### src/hdl/lsdrs_pkg.sv
`default_nettype none
package lsdrs_pkg;

    localparam int MAX_RECORDS_DEF = 64;
    localparam int RADIX_DEF       = 10;
    localparam int KEY_W           = 31;
    localparam int POS_W           = 6;

    // controller to datapath
    typedef struct packed {
        logic load;      // take one record
        logic check;     // clear histogram and sweep index
        logic rd;        // read the record at the sweep index
        logic mul;       // reciprocal multiply
        logic mul_max;   // multiply operand is the largest key
        logic hist_inc;  // count one digit
        logic prefix;    // one prefix-sum step
        logic scatter;   // place one record
        logic max_upd;   // next digit of largest key, swap banks
        logic emit;      // load the result register
        logic finish;    // drop the set
    } lsdrs_cmd_t;

    // datapath to controller
    typedef struct packed {
        logic last_rec;
        logic largest_zero;
        logic prefix_last;
        logic out_busy;
    } lsdrs_sts_t;

endpackage
`default_nettype wire

### src/hdl/lsdrs_ctrl.sv
`default_nettype none
module lsdrs_ctrl import lsdrs_pkg::*;
(
    input  wire logic       clk,
    input  wire logic       rst_n,
    input  wire logic       record_valid,
    input  wire logic       final_record,
    output logic            record_stall,
    input  wire lsdrs_sts_t sts,
    output lsdrs_cmd_t      cmd
);

    typedef enum logic [12:0] {
        S_LOAD   = 13'b0000000000001,
        S_CHECK  = 13'b0000000000010,
        S_H_RD   = 13'b0000000000100,
        S_H_MUL  = 13'b0000000001000,
        S_H_ACC  = 13'b0000000010000,
        S_PREFIX = 13'b0000000100000,
        S_S_RD   = 13'b0000001000000,
        S_S_MUL  = 13'b0000010000000,
        S_S_WR   = 13'b0000100000000,
        S_M_MUL  = 13'b0001000000000,
        S_M_UPD  = 13'b0010000000000,
        S_E_RD   = 13'b0100000000000,
        S_E_OUT  = 13'b1000000000000
    } state_t;

    state_t state_reg, state_next;

    always_ff @(posedge clk or negedge rst_n)
    begin
        if (!rst_n)
            state_reg <= S_LOAD;
        else
            state_reg <= state_next;
    end

    always_comb
    begin
        state_next   = state_reg;
        cmd          = '0;
        record_stall = 1'b1;
        case (state_reg)
            S_LOAD:
            begin
                record_stall = 1'b0;
                cmd.load     = record_valid;
                if (record_valid && final_record)
                    state_next = S_CHECK;
            end
            S_CHECK:
            begin
                cmd.check  = 1'b1;
                state_next = sts.largest_zero ? S_E_RD : S_H_RD;
            end
            S_H_RD:
            begin
                cmd.rd     = 1'b1;
                state_next = S_H_MUL;
            end
            S_H_MUL:
            begin
                cmd.mul    = 1'b1;
                state_next = S_H_ACC;
            end
            S_H_ACC:
            begin
                cmd.hist_inc = 1'b1;
                state_next   = sts.last_rec ? S_PREFIX : S_H_RD;
            end
            S_PREFIX:
            begin
                cmd.prefix = 1'b1;
                if (sts.prefix_last)
                    state_next = S_S_RD;
            end
            S_S_RD:
            begin
                cmd.rd     = 1'b1;
                state_next = S_S_MUL;
            end
            S_S_MUL:
            begin
                cmd.mul    = 1'b1;
                state_next = S_S_WR;
            end
            S_S_WR:
            begin
                cmd.scatter = 1'b1;
                state_next  = sts.last_rec ? S_M_MUL : S_S_RD;
            end
            S_M_MUL:
            begin
                cmd.mul     = 1'b1;
                cmd.mul_max = 1'b1;
                state_next  = S_M_UPD;
            end
            S_M_UPD:
            begin
                cmd.max_upd = 1'b1;
                state_next  = S_CHECK;
            end
            S_E_RD:
            begin
                cmd.rd     = 1'b1;
                state_next = S_E_OUT;
            end
            S_E_OUT:
            begin
                if (!sts.out_busy)
                begin
                    cmd.emit   = 1'b1;
                    cmd.finish = sts.last_rec;
                    state_next = sts.last_rec ? S_LOAD : S_E_RD;
                end
            end
            default:
            begin
                state_next = S_LOAD;
            end
        endcase
    end

endmodule
`default_nettype wire

### config.mk
export PLATFORM = sky130hd
export DESIGN_NAME = lsdrs_ctrl
export DESIGN_NICKNAME = d
export VERILOG_FILES = /design/src/hdl/lsdrs_pkg.sv /design/src/hdl/lsdrs_ctrl.sv
export SDC_FILE = /design/constraint.sdc
export NUM_CORES = 1
export LEC_CHECK = 0
export ABC_AREA = 1
export BUFFER_PORTS_ARGS = -buffer_cell sky130_fd_sc_hd__buf_2
export CORE_UTILIZATION = 34
export DETAILED_ROUTE_END_ITERATION = 7
export GPL_TIMING_DRIVEN = 0
export HOLD_SLACK_MARGIN = 0.05
export PLACE_DENSITY = 0.61
export SLEW_MARGIN = 20
export SYNTH_ARGS = -nofsm -noshare
export SYNTH_HDL_FRONTEND = slang
export SYNTH_SLANG_ARGS = --single-unit
### constraint.sdc
create_clock -name clk -period 1.5 [get_ports clk]
set_input_delay 0.15 -clock clk [delete_from_list [all_inputs] [get_ports clk]]
set_output_delay 0.15 -clock clk [all_outputs]
set_load 0.05 [all_outputs]
# == Word level (Yosys, flattened, before mapping) ==
# Index checks and enable logic that the tools add are counted.
# op_classes
reduce_logical,4
n_mux,20
eq_ne,16
# op_table
operator,n
$pmux 13 s13,1
$mux 13,3
$mux 12,2
$eq 13x1->1 const B,1
$eq 13x10->1 const B,1
$eq 13x11->1 const B,1
$eq 13x12->1 const B,1
$eq 13x13->1 const B,1
$eq 13x2->1 const B,1
$eq 13x3->1 const B,1
$eq 13x4->1 const B,1
$eq 13x5->1 const B,1
$eq 13x6->1 const B,1
$eq 13x7->1 const B,1
$eq 13x8->1 const B,1
$eq 13x9->1 const B,1
$mux 1,10
$mux 10,1
$mux 6,1
$ne 2x2->1 const B,3
$reduce_or 3->1,2
$mux 2,2
$reduce_and 3->1,1
$logic_and 1x1->1,1
# totals
elab_cells,41
input_bits,8
ff_bits,13

# == Logic depth before layout (Yosys ltp) ==
# logic_depth
word_depth,3
ltp_mapped,9
depth_no_buf,9

# == Least setup slack after synthesis ==
# No wires, ideal clock.
# synth_timing
kind,register to output
startpoint,register state_reg[5]
endpoint,output cmd[0] in the netlist's numbering
t_arrival_ns,1.961
t_required_ns,1.350
stages_incl_launch_ff,6
path_slack_ns,-0.611
n_path_buf,0
cell_sequence,dfrtp_1 > nor2_2 > nand2_4 > nor2_8 > nand2_1 > nor3_1
# synth_lines
element,line,rtl
"start, declared",lsdrs_ctrl.sv:29,"state_t state_reg, state_next;"
"start signal, assigned",lsdrs_ctrl.sv:36,state_reg <= state_next;
"end, declared",lsdrs_ctrl.sv:10,output lsdrs_cmd_t cmd

==> impl_metrics.ini <==
[place]
placed_area_um2 = 1056
gp_congestion = 0.7438
dp.cells = 174
dpl.hpwl_um = 1586
portBuffers = 19
pre_cts_slack_ns = -0.07356

[routing]
routed_wl_um = 2220
drt-pass1-iter-count = 4
wl_per_cell_um = 11.81
vias = 889
drc = 0
drt_iter0_drc = 6
avgViaCountPerCell = 4.729
ant_nets = 0

[sta]
hold_viol = 0
max_freq_mhz = 600.4
maxSlewViolCount = 0
timing.final.crit_share = 1.110
slew-limit-headroom = 0.8007
fin_ws_ns = -0.1657
fin_skew_ns = 0.005163
final.setup.tns_ns = -1.428
setup_viol = 13
rsz0062_at_grt = yes
fin_worst_hold_slack_ns = 0.07647
worst_pin_slew_ns = 0.2990
min_period_ns = 1.666

[clock_network]
clkSinkCount = 13
cts_tree = yes
clockBufferDepth = 2
clockRootBuffer = clkbuf_4
path_clk_slew_ns = 0.08
numCtsBuffers = 3
clk_latency_ns = 0.27
htreeDepth = 1

[floorplan]
dieArea_um2 = 2798
pin_count = 20
fp.dieW_um = 52.90
rows = 18
die_y_um = 52.90
start_util = 0.3588
core_area_um2 = 2455

[power]
p_leak_nw = 0.7621
p_per_area_nw_per_um2 = 1121
vdd_drop_max_mv = 1.064
finalPower_mw = 1.478

[worst_setup_path]
slowest_delay_ns = 0.41
critPathTopFamily = simple AND/OR/NAND/NOR gates
critPathLaunch = state_reg[4]$_DFFE_PN0P_
crit_top_cell = nand2_4
critPathRequiredTime_ns = 1.35
crit_path_max_fanout = 6
timing.rr.start = state_reg[10]$_DFFE_PN0P_
cp_slowest_cell = dfrtp_1
cp_cell_sequence = nor2_4 > nand2_4 > nor2_8 > nand2_4 > nor3_4 > buf_6
cp-start-kind = register
worst-setup-path-type = reg -> out
arrival_ns = 1.52
end_kind = primary output
path_buf_inv = 1

[synth]
async_flop_share = 1.000
synth_top_area_frac = 0.3409
synth_most_common_cell = nand2_1
synth-seq-cells = 13
synth_flop_cell = dfrtp_1
syn-num-nets = 133
postSynthCellCount = 125
synth_edf_count = 0
synth_common_cells = nand2_1, inv_1, nor2_1
synth_area_um2 = 880.8
synth_top_area_cell = dfrtp_1
ys_seq_area_frac = 0.3707
synth.distinct_cells = 19
yosys-top-cells-area = dfrtp_1, nand2_1, inv_1
syn_area_per_cell_um2 = 7.047
yosys_warnings = 0

[final_layout]
largest_reg_flops = 13
ff_latch_area_um2 = 326.6
syn_to_final_growth_pct = 49.72
post_route_cells_drive_above_1_share = 0.4304
multi_input_area_um2 = 579.3
final_cell_area_um2 = 1319
nFillCells = 233
finalCoreUtilization = 0.5372
stdcell_count = 188
layout.nets = 167
diodes = 0

[global_route]
grt_pass1_wl_um = 3663
antenna_found_initial = 0
grt.overflow.total = 0
grt_usage = 0.1852
grt_pass1_vias = 891
grt_max_degree = 14

[status]
violations = negative setup slack
status = complete, but fails checks

[min_path]
hp-class = in -> reg
hold_path_startpoint = sts[2]

[job]
max_cap_violations = 0
-- where the power goes --
| part | internal (mW) | switching (mW) | total [mW] |
|---|---|---|---|
| Combinational | 0.304 | 0.521 | 0.825 |
| Clock | 0.103 | 0.114 | 0.217 |
| Sequential | 0.397 | 0.0390 | 0.436 |
| Total | 0.804 | 0.674 | 1.48 |
-- layout make-up --
class                           count  share of cell area
Clock buffer                        4             0.01992
Inverter                           24             0.07116
Multi-Input combinational cell     89              0.4393
Sequential cell                    13              0.2476
Tap cell                           30             0.02846
Timing Repair Buffer               28              0.1935
-- placed cells by master, fill, tap and decap left out --
master         Yosys  final
dfrtp_1           12     12
nor2_2             6      3
nand2_2            2      8
nand3_2            4      4
clkinvlp_4         0      1
dfstp_2            1      1
dlygate4sd3_1      0      1
nand2_4            2      4
nand2_1           31     23
nor2_8             2      2
nor3_1             2      1
clkbuf_4           0      3
o21ai_0            1      1
inv_2              0      3
o22ai_1            1      1
nand3_4            0      2
buf_8              0      4
nor3_4             0      1
nand3_1            7      5
buf_6              0      8
nand4_1            1      1
nor2_4             1      8
a21oi_1            3      3
buf_4              0      8
nor2_1            22     19
clkbuf_1           0      1
buf_2              0      7
a21oi_2            1      1
nand3b_1           2      2
inv_1             24     20
-- per-layer routing --
metal / wire length, um / track usage / part of all wire / vias to the layer above
li1: - / - / - / 446
met1: 961 / 0.2085 / 0.43 / 418
met2: 1173 / 0.3460 / 0.53 / 23
met3: 79 / 0.02011 / 0.036 / 2
met4: 7 / 0.07895 / 0.0032 / 0
met5: 0 / 0 / 0 / -
-- worst reg2reg max path, stage by stage, from the launching register on --
cell	delay (ns)
dfrtp_1	0.41
nor2_4	0.16
nand2_4	0.10
nor2_4	0.18
buf_4	0.14
nand3b_1	0.12
nand3_2	0.13
nor2_1	0.06
a21oi_2	0.14
-- cell families (layout without fill, tap and decap cells) --
group                  Yosys count  after routing  synth area share
AND/OR/NAND/NOR                 82             83            0.4872
buffers and inverters           24             56            0.1023
flip-flops                      13             13            0.3707
AO/OA/AOI/OAI                    6              6           0.03977
-- final timing paths --
path / to / slack, ns / cells past startpoint
max in group asynchronous: state_reg[0]$_DFFE_PN1P_ / 0.93 / 2
worst max-delay path: cmd[0] / -0.17 / 6
worst max register to register: state_reg[0]$_DFFE_PN1P_ / -0.02 / 8
worst min register to register: state_reg[10]$_DFFE_PN0P_ / 0.70 / 4
worst min-delay path: state_reg[2]$_DFFE_PN0P_ / 0.08 / 2
min in group asynchronous: state_reg[6]$_DFFE_PN0P_ / 0.29 / 2
-- timing repair --
item | 4_1_cts | 5_1_grt
hold endpoints to repair | 13 | 0
gates cloned | 1 | 0
setup buffers | 8 | 0
hold buffers | 1 | 0
pin swaps | 9 | 2
resized for setup | 47 | 1
endpoints found under the setup margin | 12 | 13
Note: power is estimated with default switching activity, not from simulation.
